File: src/rtl/assert_macros.svh
// concurrent assertion helpers
`ifndef ASSERT_MACROS_SVH
`define ASSERT_MACROS_SVH

`ifndef SYNTHESIS

`define ASSERT_SAME_CYCLE(label, clk, rst_n, ante, cons) \
    label: assert property (@(posedge clk) disable iff (!(rst_n)) (ante) |-> (cons)) \
        else $error("same-cycle check failed");

`define ASSERT_NEXT_CYCLE(label, clk, rst_n, ante, cons) \
    label: assert property (@(posedge clk) disable iff (!(rst_n)) (ante) |=> (cons)) \
        else $error("next-cycle check failed");

`else

`define ASSERT_SAME_CYCLE(label, clk, rst_n, ante, cons)

`define ASSERT_NEXT_CYCLE(label, clk, rst_n, ante, cons)

`endif

`endif

File: src/rtl/alb_pkg.sv
`default_nettype none

package alb_pkg;

    localparam int BITS_PER_PIXEL = 24;
    localparam int CNT_W          = $clog2(BITS_PER_PIXEL + 1);
    localparam int QDEPTH         = 2;
    localparam int QPTR_W         = (QDEPTH > 1) ? $clog2(QDEPTH) : 1;
    localparam int QCNT_W         = $clog2(QDEPTH + 1);

    localparam int CFG_IDX_W  = 3;
    localparam int CFG_DATA_W = 20;

    typedef logic [CNT_W-1:0]  t_cnt;
    typedef logic [QPTR_W-1:0] t_qptr;
    typedef logic [QCNT_W-1:0] t_qcnt;

    localparam t_cnt CNT_LAST_CELL = t_cnt'(BITS_PER_PIXEL - 1);
    localparam t_cnt CNT_LATCH     = t_cnt'(BITS_PER_PIXEL);

    typedef enum logic [CFG_IDX_W-1:0] {
        REG_BRIGHTNESS   = 3'd0,
        REG_GREEN_FIRST  = 3'd1,
        REG_ZERO_HIGH    = 3'd2,
        REG_ONE_HIGH     = 3'd3,
        REG_CELL_LENGTH  = 3'd4,
        REG_LATCH_LOW    = 3'd5
    } t_reg_idx;

    localparam logic [7:0]  RST_BRIGHTNESS  = 8'd255;
    localparam logic        RST_GREEN_FIRST = 1'b1;
    localparam logic [11:0] RST_ZERO_HIGH   = 12'd30;
    localparam logic [11:0] RST_ONE_HIGH    = 12'd90;
    localparam logic [11:0] RST_CELL_LENGTH = 12'd120;
    localparam logic [19:0] RST_LATCH_LOW   = 20'd28000;

    typedef struct packed {
        logic [7:0]  brightness;
        logic        green_first_order;
        logic [11:0] zero_high_cycles;
        logic [11:0] one_high_cycles;
        logic [11:0] cell_length_cycles;
        logic [19:0] latch_low_cycles;
    } t_cfg;

    typedef struct packed {
        logic [BITS_PER_PIXEL-1:0] word;
        logic                      eof;
        logic                      dark;
    } t_pix;

    // exact floor(p / 255) for any 16-bit p whose quotient fits a byte
    function automatic logic [7:0] div255(input logic [15:0] p);
        logic [16:0] s;
        s = {1'b0, p} + {9'd0, p[15:8]} + 17'd1;
        return s[15:8];
    endfunction

endpackage

`default_nettype wire

File: src/rtl/alb_front.sv
`default_nettype none

module alb_front (
    input  wire logic          i_clk,
    input  wire logic          i_rst_n,
    input  wire alb_pkg::t_cfg i_cfg,
    input  wire logic          i_in_valid,
    output logic               o_in_ready,
    input  wire logic [7:0]    i_red,
    input  wire logic [7:0]    i_green,
    input  wire logic [7:0]    i_blue,
    input  wire logic          i_end_of_frame,
    output logic               o_push_valid,
    input  wire logic          i_push_ready,
    output alb_pkg::t_pix      o_push_data
);

    logic        r_s1_valid;
    logic [15:0] r_prod_r;
    logic [15:0] r_prod_g;
    logic [15:0] r_prod_b;
    logic        r_eof;
    logic        r_any_lit;

    logic [7:0]  sc_r;
    logic [7:0]  sc_g;
    logic [7:0]  sc_b;
    logic        n_lit;
    logic        push_fire;

    assign o_in_ready = !r_s1_valid || i_push_ready;
    assign push_fire  = r_s1_valid && i_push_ready;

    // stage 1: channel products
    always_ff @(posedge i_clk) begin
        if (!i_rst_n) begin
            r_s1_valid <= 1'b0;
        end else if (o_in_ready) begin
            r_s1_valid <= i_in_valid;
        end
        if (o_in_ready && i_in_valid) begin
            r_prod_r <= 16'(i_red   * i_cfg.brightness);
            r_prod_g <= 16'(i_green * i_cfg.brightness);
            r_prod_b <= 16'(i_blue  * i_cfg.brightness);
            r_eof    <= i_end_of_frame;
        end
    end

    // stage 2: divide by 255, byte order, dark tracking
    always_comb begin
        sc_r  = alb_pkg::div255(r_prod_r);
        sc_g  = alb_pkg::div255(r_prod_g);
        sc_b  = alb_pkg::div255(r_prod_b);
        n_lit = r_any_lit || (sc_r != 8'd0) || (sc_g != 8'd0) || (sc_b != 8'd0);
        if (i_cfg.green_first_order) begin
            o_push_data.word = {sc_g, sc_r, sc_b};
        end else begin
            o_push_data.word = {sc_r, sc_g, sc_b};
        end
        o_push_data.eof  = r_eof;
        o_push_data.dark = !n_lit;
    end

    assign o_push_valid = r_s1_valid;

    always_ff @(posedge i_clk) begin
        if (!i_rst_n) begin
            r_any_lit <= 1'b0;
        end else if (push_fire) begin
            r_any_lit <= r_eof ? 1'b0 : n_lit;
        end
    end

endmodule

`default_nettype wire

File: src/rtl/alb_queue.sv
`default_nettype none

module alb_queue (
    input  wire logic          i_clk,
    input  wire logic          i_rst_n,
    input  wire logic          i_push_valid,
    output logic               o_push_ready,
    input  wire alb_pkg::t_pix i_push_data,
    output logic               o_pop_valid,
    input  wire logic          i_pop_ready,
    output alb_pkg::t_pix      o_pop_data
);

    alb_pkg::t_pix r_mem [alb_pkg::QDEPTH];
    alb_pkg::t_qptr r_wr_ptr;
    alb_pkg::t_qptr r_rd_ptr;
    alb_pkg::t_qcnt r_count;

    logic push;
    logic pop;

    assign o_push_ready = (r_count != alb_pkg::t_qcnt'(alb_pkg::QDEPTH));
    assign o_pop_valid  = (r_count != '0);
    assign o_pop_data   = r_mem[r_rd_ptr];
    assign push         = i_push_valid && o_push_ready;
    assign pop          = o_pop_valid && i_pop_ready;

    function automatic alb_pkg::t_qptr ptr_inc(input alb_pkg::t_qptr p);
        if (p == alb_pkg::t_qptr'(alb_pkg::QDEPTH - 1)) begin
            return '0;
        end
        return p + alb_pkg::t_qptr'(1);
    endfunction

    always_ff @(posedge i_clk) begin
        if (push) begin
            r_mem[r_wr_ptr] <= i_push_data;
        end
    end

    always_ff @(posedge i_clk) begin
        if (!i_rst_n) begin
            r_wr_ptr <= '0;
            r_rd_ptr <= '0;
            r_count  <= '0;
        end else begin
            if (push) begin
                r_wr_ptr <= ptr_inc(r_wr_ptr);
            end
            if (pop) begin
                r_rd_ptr <= ptr_inc(r_rd_ptr);
            end
            if (push && !pop) begin
                r_count <= r_count + alb_pkg::t_qcnt'(1);
            end else if (pop && !push) begin
                r_count <= r_count - alb_pkg::t_qcnt'(1);
            end
        end
    end

endmodule

`default_nettype wire

File: src/rtl/alb_back.sv
`default_nettype none

module alb_back (
    input  wire logic          i_clk,
    input  wire logic          i_rst_n,
    input  wire alb_pkg::t_cfg i_cfg,
    input  wire logic          i_pop_valid,
    output logic               o_pop_ready,
    input  wire alb_pkg::t_pix i_pop_data,
    output logic               o_out_valid,
    input  wire logic          i_out_ready,
    output logic [11:0]        o_high_cycles,
    output logic [19:0]        o_cell_cycles,
    output logic               o_bit_value,
    output logic               o_is_latch,
    output logic               o_frame_dark,
    output logic               o_last
);

    logic                               r_busy;
    logic [alb_pkg::BITS_PER_PIXEL-1:0] r_word;
    alb_pkg::t_cnt                      r_cnt;
    logic                               r_eof;
    logic                               r_dark;

    logic        r_ov;
    logic [11:0] r_high;
    logic [19:0] r_cell;
    logic        r_bit;
    logic        r_latch;
    logic        r_fdark;
    logic        r_last;

    logic        adv;
    logic        finishing;
    logic        load;
    logic        in_latch;
    logic        cur_bit;
    logic [11:0] n_high;
    logic [11:0] n_cell12;

    assign in_latch  = (r_cnt == alb_pkg::CNT_LATCH);
    assign adv       = r_busy && (!r_ov || i_out_ready);
    assign finishing = adv && (in_latch || ((r_cnt == alb_pkg::CNT_LAST_CELL) && !r_eof));
    assign load      = i_pop_valid && (!r_busy || finishing);
    assign o_pop_ready = !r_busy || finishing;

    always_comb begin
        cur_bit  = r_word[alb_pkg::BITS_PER_PIXEL-1];
        n_high   = cur_bit ? i_cfg.one_high_cycles : i_cfg.zero_high_cycles;
        n_cell12 = (i_cfg.cell_length_cycles > n_high) ? i_cfg.cell_length_cycles : n_high;
    end

    // bit walker
    always_ff @(posedge i_clk) begin
        if (!i_rst_n) begin
            r_busy <= 1'b0;
            r_cnt  <= '0;
        end else if (load) begin
            r_busy <= 1'b1;
            r_cnt  <= '0;
        end else if (finishing) begin
            r_busy <= 1'b0;
        end else if (adv) begin
            r_cnt  <= r_cnt + alb_pkg::t_cnt'(1);
        end
    end

    always_ff @(posedge i_clk) begin
        if (load) begin
            r_word <= i_pop_data.word;
            r_eof  <= i_pop_data.eof;
            r_dark <= i_pop_data.dark;
        end else if (adv) begin
            r_word <= {r_word[alb_pkg::BITS_PER_PIXEL-2:0], 1'b0};
        end
    end

    // output register
    always_ff @(posedge i_clk) begin
        if (!i_rst_n) begin
            r_ov <= 1'b0;
        end else if (adv) begin
            r_ov <= 1'b1;
        end else if (i_out_ready) begin
            r_ov <= 1'b0;
        end
    end

    always_ff @(posedge i_clk) begin
        if (adv) begin
            if (in_latch) begin
                r_high  <= 12'd0;
                r_cell  <= i_cfg.latch_low_cycles;
                r_bit   <= 1'b0;
                r_latch <= 1'b1;
                r_fdark <= r_dark;
                r_last  <= 1'b1;
            end else begin
                r_high  <= n_high;
                r_cell  <= {8'd0, n_cell12};
                r_bit   <= cur_bit;
                r_latch <= 1'b0;
                r_fdark <= 1'b0;
                r_last  <= (r_cnt == alb_pkg::CNT_LAST_CELL) && !r_eof;
            end
        end
    end

    assign o_out_valid   = r_ov;
    assign o_high_cycles = r_high;
    assign o_cell_cycles = r_cell;
    assign o_bit_value   = r_bit;
    assign o_is_latch    = r_latch;
    assign o_frame_dark  = r_fdark;
    assign o_last        = r_last;

endmodule

`default_nettype wire

File: src/rtl/addressable_led_bit_serializer_core.sv
// channel   direction  handshake                  payload
// pixel     in         i_in_valid / o_in_ready    i_red i_green i_blue i_end_of_frame
// cell      out        o_out_valid / i_out_ready  o_high_cycles o_cell_cycles o_bit_value
//                                                 o_is_latch o_frame_dark o_last
// config    in         i_cfg_we                   i_cfg_index i_cfg_data
//
// a pixel is 24 cells, 25 with end of frame; the back emits one cell per cycle unless stalled
// the front scales through a register into a two-entry queue, so pixels are taken ahead
// reset is synchronous; it empties the pipeline and restores register defaults
// a stalled output holds the serializer; a full queue stalls the input when stage 1 is full

`default_nettype none

`include "assert_macros.svh"

module addressable_led_bit_serializer_core (
    input  wire logic                            i_clk,
    input  wire logic                            i_rst_n,
    input  wire logic                            i_cfg_we,
    input  wire logic [alb_pkg::CFG_IDX_W-1:0]   i_cfg_index,
    input  wire logic [alb_pkg::CFG_DATA_W-1:0]  i_cfg_data,
    input  wire logic                            i_in_valid,
    output logic                                 o_in_ready,
    input  wire logic [7:0]                      i_red,
    input  wire logic [7:0]                      i_green,
    input  wire logic [7:0]                      i_blue,
    input  wire logic                            i_end_of_frame,
    output logic                                 o_out_valid,
    input  wire logic                            i_out_ready,
    output logic [11:0]                          o_high_cycles,
    output logic [19:0]                          o_cell_cycles,
    output logic                                 o_bit_value,
    output logic                                 o_is_latch,
    output logic                                 o_frame_dark,
    output logic                                 o_last
);

    alb_pkg::t_cfg r_cfg;
    alb_pkg::t_pix push_data;
    alb_pkg::t_pix pop_data;
    logic          push_valid;
    logic          push_ready;
    logic          pop_valid;
    logic          pop_ready;

    always_ff @(posedge i_clk) begin
        if (!i_rst_n) begin
            r_cfg.brightness         <= alb_pkg::RST_BRIGHTNESS;
            r_cfg.green_first_order  <= alb_pkg::RST_GREEN_FIRST;
            r_cfg.zero_high_cycles   <= alb_pkg::RST_ZERO_HIGH;
            r_cfg.one_high_cycles    <= alb_pkg::RST_ONE_HIGH;
            r_cfg.cell_length_cycles <= alb_pkg::RST_CELL_LENGTH;
            r_cfg.latch_low_cycles   <= alb_pkg::RST_LATCH_LOW;
        end else if (i_cfg_we) begin
            case (i_cfg_index)
                alb_pkg::REG_BRIGHTNESS: begin
                    r_cfg.brightness <= i_cfg_data[7:0];
                end
                alb_pkg::REG_GREEN_FIRST: begin
                    r_cfg.green_first_order <= i_cfg_data[0];
                end
                alb_pkg::REG_ZERO_HIGH: begin
                    r_cfg.zero_high_cycles <= i_cfg_data[11:0];
                end
                alb_pkg::REG_ONE_HIGH: begin
                    r_cfg.one_high_cycles <= i_cfg_data[11:0];
                end
                alb_pkg::REG_CELL_LENGTH: begin
                    r_cfg.cell_length_cycles <= i_cfg_data[11:0];
                end
                alb_pkg::REG_LATCH_LOW: begin
                    r_cfg.latch_low_cycles <= i_cfg_data[19:0];
                end
                default: begin
                end
            endcase
        end
    end

    alb_front u_front (
        .i_clk          (i_clk),
        .i_rst_n        (i_rst_n),
        .i_cfg          (r_cfg),
        .i_in_valid     (i_in_valid),
        .o_in_ready     (o_in_ready),
        .i_red          (i_red),
        .i_green        (i_green),
        .i_blue         (i_blue),
        .i_end_of_frame (i_end_of_frame),
        .o_push_valid   (push_valid),
        .i_push_ready   (push_ready),
        .o_push_data    (push_data)
    );

    alb_queue u_queue (
        .i_clk        (i_clk),
        .i_rst_n      (i_rst_n),
        .i_push_valid (push_valid),
        .o_push_ready (push_ready),
        .i_push_data  (push_data),
        .o_pop_valid  (pop_valid),
        .i_pop_ready  (pop_ready),
        .o_pop_data   (pop_data)
    );

    alb_back u_back (
        .i_clk         (i_clk),
        .i_rst_n       (i_rst_n),
        .i_cfg         (r_cfg),
        .i_pop_valid   (pop_valid),
        .o_pop_ready   (pop_ready),
        .i_pop_data    (pop_data),
        .o_out_valid   (o_out_valid),
        .i_out_ready   (i_out_ready),
        .o_high_cycles (o_high_cycles),
        .o_cell_cycles (o_cell_cycles),
        .o_bit_value   (o_bit_value),
        .o_is_latch    (o_is_latch),
        .o_frame_dark  (o_frame_dark),
        .o_last        (o_last)
    );

    `ASSERT_SAME_CYCLE(a_latch_ends_request, i_clk, i_rst_n, o_out_valid && o_is_latch, o_last && (o_high_cycles == 12'd0) && !o_bit_value)
    `ASSERT_SAME_CYCLE(a_dark_only_on_latch, i_clk, i_rst_n, o_out_valid && !o_is_latch, !o_frame_dark)
    `ASSERT_NEXT_CYCLE(a_front_holds_on_full, i_clk, i_rst_n, push_valid && !push_ready, push_valid && $stable(push_data.eof))

endmodule

`default_nettype wire
File: config.mk
export PLATFORM = sky130hd
export DESIGN_NAME = addressable_led_bit_serializer_core
export DESIGN_NICKNAME = d
export VERILOG_FILES = /design/src/rtl/alb_pkg.sv /design/src/rtl/alb_front.sv /design/src/rtl/alb_queue.sv /design/src/rtl/alb_back.sv /design/src/rtl/addressable_led_bit_serializer_core.sv
export VERILOG_INCLUDE_DIRS = /design/src /design/src/rtl
export SDC_FILE = /design/constraint.sdc
export NUM_CORES = 1
export LEC_CHECK = 0
export ABC_AREA = 1
export BUFFER_PORTS_ARGS = -buffer_cell sky130_fd_sc_hd__buf_2
export CORE_MARGIN = 4
export CORE_UTILIZATION = 55
export CTS_BUF_LIST = sky130_fd_sc_hd__clkbuf_8 sky130_fd_sc_hd__clkbuf_16
export DETAILED_ROUTE_END_ITERATION = 10
export GPL_ROUTABILITY_DRIVEN = 0
export PLACE_DENSITY = 0.8
export SETUP_SLACK_MARGIN = 0.4
export SYNTH_ARGS = -nofsm -noshare
export SYNTH_HDL_FRONTEND = slang
export SYNTH_SLANG_ARGS = --single-unit
File: constraint.sdc
create_clock -name i_clk -period 7.7 [get_ports i_clk]
set_clock_uncertainty 0.2 [all_clocks]
set_input_delay 1.54 -clock i_clk [delete_from_list [all_inputs] [get_ports i_clk]]
set_output_delay 1.54 -clock i_clk [all_outputs]
set_load 0.05 [all_outputs]
Word level (Yosys, flattened, before mapping):

Memories as Yosys holds them, arrays and structs flattened. A register that Yosys moved wholly into a read port is not among the register bits.
Index checks and enable logic that the tools add are counted.

* register bits: 189
* bits in writable memories: 52
* bits of input ports: 53
* output and inout bits: 38
* logic and storage cells: 121
* memories kept: 1

Memory list
* u_queue.r_mem: depth 2, width 26, read ports 1, clocked after Yosys merged registers in 1, wr ports 1, RTL line alb_queue.sv:14 `alb_pkg::t_pix r_mem [alb_pkg::QDEPTH];`

* add/subtract/negate cells: 11
* multiply operators: 3
* order comparisons: 1
* equality and inequality tests: 8
* muxes and demuxes: 28
* bitwise gates (word level): 2
* reductions and logical operators: 39

Operators with widths (count)
* two-way mux 24 bit: 3
* adder 16 x 1 -> 16 bit, second input constant: 3
* adder 16 x 8 -> 16 bit: 3
* multiplier 8 x 8 -> 16 bit: 3
* two-way mux 12 bit: 3
* nonzero test 8 bit: 3
* two-way mux 1 bit: 20
* AND reduction 2 bit: 7
* > comparator 12 bit: 1
* equality test 5 bit, second input constant: 2
* nonzero test 2 bit: 5
* logical AND 1 bit: 8
* zero test 1 bit: 7
* logical OR 1 bit: 7
* equality test 3 x 2 -> 1 bit, second input constant: 2
* equality test 3 bit, second input constant: 2
* adder 5 x 1 -> 5 bit, second input constant: 1
* two-way mux 2 bit: 2
* equality test 3 x 1 -> 1 bit, second input constant: 1
* zero test 3 bit: 1
* adder 1 bit, second input constant: 2
* adder 2 x 1 -> 2 bit, second input constant: 1
* != test 2 bit, second input constant: 1
* inverter 1 bit: 2
* other kinds (2): 2

Longest topological paths before layout:

* word-level depth: 11
* mapped depth: 21
* depth with buffers taken out: 19

Cells and area by module:

From an unflattened synthesis, not the netlist that was laid out.

* cell total of the unflattened synthesis: 2284
* area, all modules: 18358.9 um^2

By module, submodules not included
* alb_front: times used 1, cells an instance 1440, area an instance 10118.5 um^2, seq. area each 1511.4 um^2
* alb_back: times used 1, cells an instance 368, area an instance 3459.6 um^2, seq. area each 2001.9 um^2
* addressable_led_bit_serializer_core: times used 1, cells an instance 358, area an instance 2560.0 um^2, seq. area each 1301.2 um^2
* alb_queue: times used 1, cells an instance 118, area an instance 2220.9 um^2, seq. area each 1661.6 um^2

Worst setup path before layout:

OpenSTA, ideal clock, no wires.

* kind: input to register
* start point: input i_red[2]
* end point: register u_front.r_prod_r[14], data pin
* setup time: 0.258 ns
* data arrival time: 5.167 ns
* required time: 7.242 ns
* slack: 2.075 ns
* cell stages on the path: 18
* buffers on the path: 1
* cells stage by stage: clkbuf_1 nand2_1 inv_1 fa_1 fa_1 fa_1 inv_1 fa_1 inv_1 ha_1 nand2_1 o21ai_0 a21oi_1 o21ai_0 a21oi_1 nor2_1 nor2_1 xnor2_1

* word-level cells in the longest chain between the ends: 1

RTL lines
* start: declaration: RTL line addressable_led_bit_serializer_core.sv:24 `input wire logic [7:0] i_red,`
* multiplier 8 x 8 -> 16 bit: RTL line alb_front.sv:42 `r_prod_r <= 16'(i_red * i_cfg.brightness);`
* end signal: assignment: RTL line alb_front.sv:42
* end: declaration: RTL line alb_front.sv:19 `logic [15:0] r_prod_r;`

No other way between the ends.
A chain may end at the register's enable or synchronous reset.

Worst setup path in the final report:

* start point: input i_red[1]
* end point: register u_front.r_prod_r[14], data pin

Same word-level chain as after synthesis.

==> flow_summary.ini <==
[sta]
timing.hold.ws_ns = 0.252
max_freq_ghz = 0.186
final-max-slew-violation-count = 0
tns_ns = 0
post-route-min-period_ns = 5.38
worst_pin_slew_ns = 1.14
period_share_pct = 69.9
setup_viol = 0
final.setup.worst_slack_ns = 2.32
rsz0062_at_grt = no
max_slew_margin_pct = 23.8
hold_viol = 0

[logic_synthesis]
synth.area.top_cells = edfxtp_1 28%, fa_1 12%, nand2_1 12%
syn-mean-instance-area_sq_um = 8.11
synth_top_area_share_pct = 27.9
syn_inst = 2166
yosys.area.top_type = edfxtp_1
syn_nets = 2471
synth_common_cells = 565 x nand2_1, 457 x inv_1, 167 x nor2_1
syn-cell-area_sq_um = 17600
seq_area_frac_synth_pct = 36.9
synth_cell_types = 43
synth_most_common_cell = nand2_1
synthFlopType = edfxtp_1
synth_edf_count = 163
yosysWarnings = 0
ys_ff_latch = 242
async_flop_share_pct = 0

[min_path]
min_path_type = register to register

[power_and_ir_drop]
power_mw = 7.43
switching_share_pct = 44.7
comb_power_share_pct = 54.6
clkPwrFrac_pct = 15.0
p_leak_nw = 10.1
powerDensity_nw_per_um2 = 390
seq_power_share_pct = 30.4
ir_worst_vdd_v = 0.000189
intPower_mw = 4.11
power.switching_mw = 3.33

[floorplan]
ios = 91
initial_core_util_pct = 55.7
die_area_sq_um = 34900
die_w_um = 187
rows = 65
core_region_area_sq_um = 31600
fp.dieH_um = 187

[clock_tree]
htreeDepth = 1
cts_max_path_buffers = 3
insertion_delay_ns = 0.52
cts-hold-fix-buffers = 0
numClockSinks = 242
cts_tree = built
post_cts_buffers = 0
cts_buffers = 24
root_buffer = clkbuf_16
clkTransAtPathRegs_ns = 0.06
cts_resized = 0

[detailed_routing]
ant_nets = 0
vias = 13659
post-route-drc-count = 0
routed_wl_mm = 37.7
drtIter0Drc = 1015
via_per_inst = 5.20
wl_per_cell_um = 14.3
first_pass_iters = 6

[grt]
antenna_found_initial = 0
grt_max_degree = 70
grt_usage_pct = 21.3
grt_pass1_wl_mm = 63.5
grt_overflow = 0
grt_pass1_vias = 13553

[place]
numPlacedInstances = 2585
placed_area_sq_um = 18300
portBuffers = 90
dpl_worst_slack_ns = 1.86
place.detailed.hpwl_mm = 28.4

[run_status]
outcome = finished clean

[setup_path]
slowest_delay_ns = 0.54
critPathMostFrequentCell = fa_1
crit_path_start_kind = input pin
slowest_stage = fa_1
path_cells = buf_2, nand2_1, inv_1, fa_1, fa_1, fa_1, inv_1, fa_1, inv_1, ha_1, nand2_1, o21ai_0, a21oi_1, o21ai_0, a21oi_1, nor2_1, nor2_1, xnor2_1
cp_max_fo = 8
critical_path.endpoint_type = register
crit_required_ns = 7.76
critPathArrivalTime_ns = 5.44
path_class = input pin to register

[final_layout]
nets = 2514
drive_gt1_share_pct = 7.72
stdcell_area_sq_um = 19000
syn_to_final_growth_pct = 8.38
insertedDiodeCount = 0
post-route-util_pct = 60.4
instances_no_fill = 2629

[run]
drv_cap = 0
==> cell type report <==
class	instances	area (sq um)
well taps	402	503
multi-input cells	1376	9030
clock inverters	16	92.6
repair buffers	102	541
inverters	463	1740
fillers	2656	12500
flip-flops and latches	242	6480
clock buffers	28	667
==> path summary, 6_finish.rpt <==
| kind | from | to | depth (start not counted) | slack, ns |
|---|---|---|---|---|
| worst min-delay path | r_cfg[43]$_SDFFE_PN0P_ | r_cfg[43]$_SDFFE_PN0P_ | 2 | 0.25 |
| worst max-delay path | i_red[1] | u_front.r_prod_r[14]$_DFFE_PP_ | 18 | 2.32 |
| worst min register to register | r_cfg[43]$_SDFFE_PN0P_ | r_cfg[43]$_SDFFE_PN0P_ | 2 | 0.25 |
| worst max register to register | r_cfg[62]$_SDFFE_PN1P_ | u_front.r_prod_r[14]$_DFFE_PP_ | 18 | 2.71 |
==> cell families (layout without fill, tap and decap cells) <==
| group | after synthesis | in the layout | synth area share (%) |
|---|---|---|---|
| compound gates | 231 | 231 | 7.08 |
| xor+xnor | 40 | 40 | 1.99 |
| fa+ha+maj | 252 | 252 | 22.6 |
| buf+inv | 548 | 609 | 11.8 |
| flops | 242 | 242 | 36.9 |
| mux | 4 | 4 | 0.228 |
| simple gates | 849 | 849 | 19.5 |
==> critical path: cells and delay by family <==
family                   cells  cell delay, ns
buffers and inverters        4            0.31
XOR/XNOR                     1            0.11
adder cells (fa/ha/maj)      5            2.44
AO/OA/AOI/OAI                4            0.68
AND/OR/NAND/NOR              4            0.37
==> sequential cells by signal (all words and copies together), names as in the netlist, 2 cells and up, named ones only <==
register              cells
r_cfg                    65
u_back.o_cell_cycles     20
u_back.o_high_cycles     12
u_back.r_cnt              5
u_back.r_word            24
u_front.r_prod_b         16
u_front.r_prod_g         16
u_front.r_prod_r         16
u_queue.r_count           2
u_queue.r_mem            52
==> power groups by stage <==
stage,sequential [mW],clock [mW],combinational [mW]
2_1_floorplan,2.40,0,2.96
3_3_place_gp,2.27,0,3.84
3_5_place_dp,2.28,0,4.02
4_1_cts,2.26,1.13,4.05
5_1_grt,2.29,1.19,4.66
6_report,2.26,1.11,4.06
==> per-layer routing <==
layer	global-route usage (%)	vias up	routed length, um
met5	0	-	0
met1	28.3	6335	15900
met2	37.3	478	18500
met4	6.09	0	799
li1	-	6775	-
met3	2.30	71	2490
==> cell usage in the layout, fill, tap and decap left out, types with 2 or more instances in the layout <==
cell	instances
a211oi_1	2
a21oi_1	76
a31oi_1	23
and2_1	3
buf_2	90
buf_4	12
clkbuf_16	25
clkbuf_8	3
clkinv_2	2
dfxtp_1	79
edfxtp_1	163
fa_1	108
ha_1	144
inv_1	464
inv_2	6
inv_4	3
mux2i_1	4
nand2_1	565
nand2_2	6
nand3_1	64
nand3_2	4
nand3b_1	6
nand4_1	12
nor2_1	165
nor2_2	8
nor3_1	9
nor3_2	3
nor3b_1	2
o2111ai_1	2
o211ai_1	2
o21ai_0	107
o21ai_1	8
o21ai_2	3
o21bai_1	3
xnor2_1	11
xor2_1	29
Note: power is estimated with default switching activity, not from simulation.
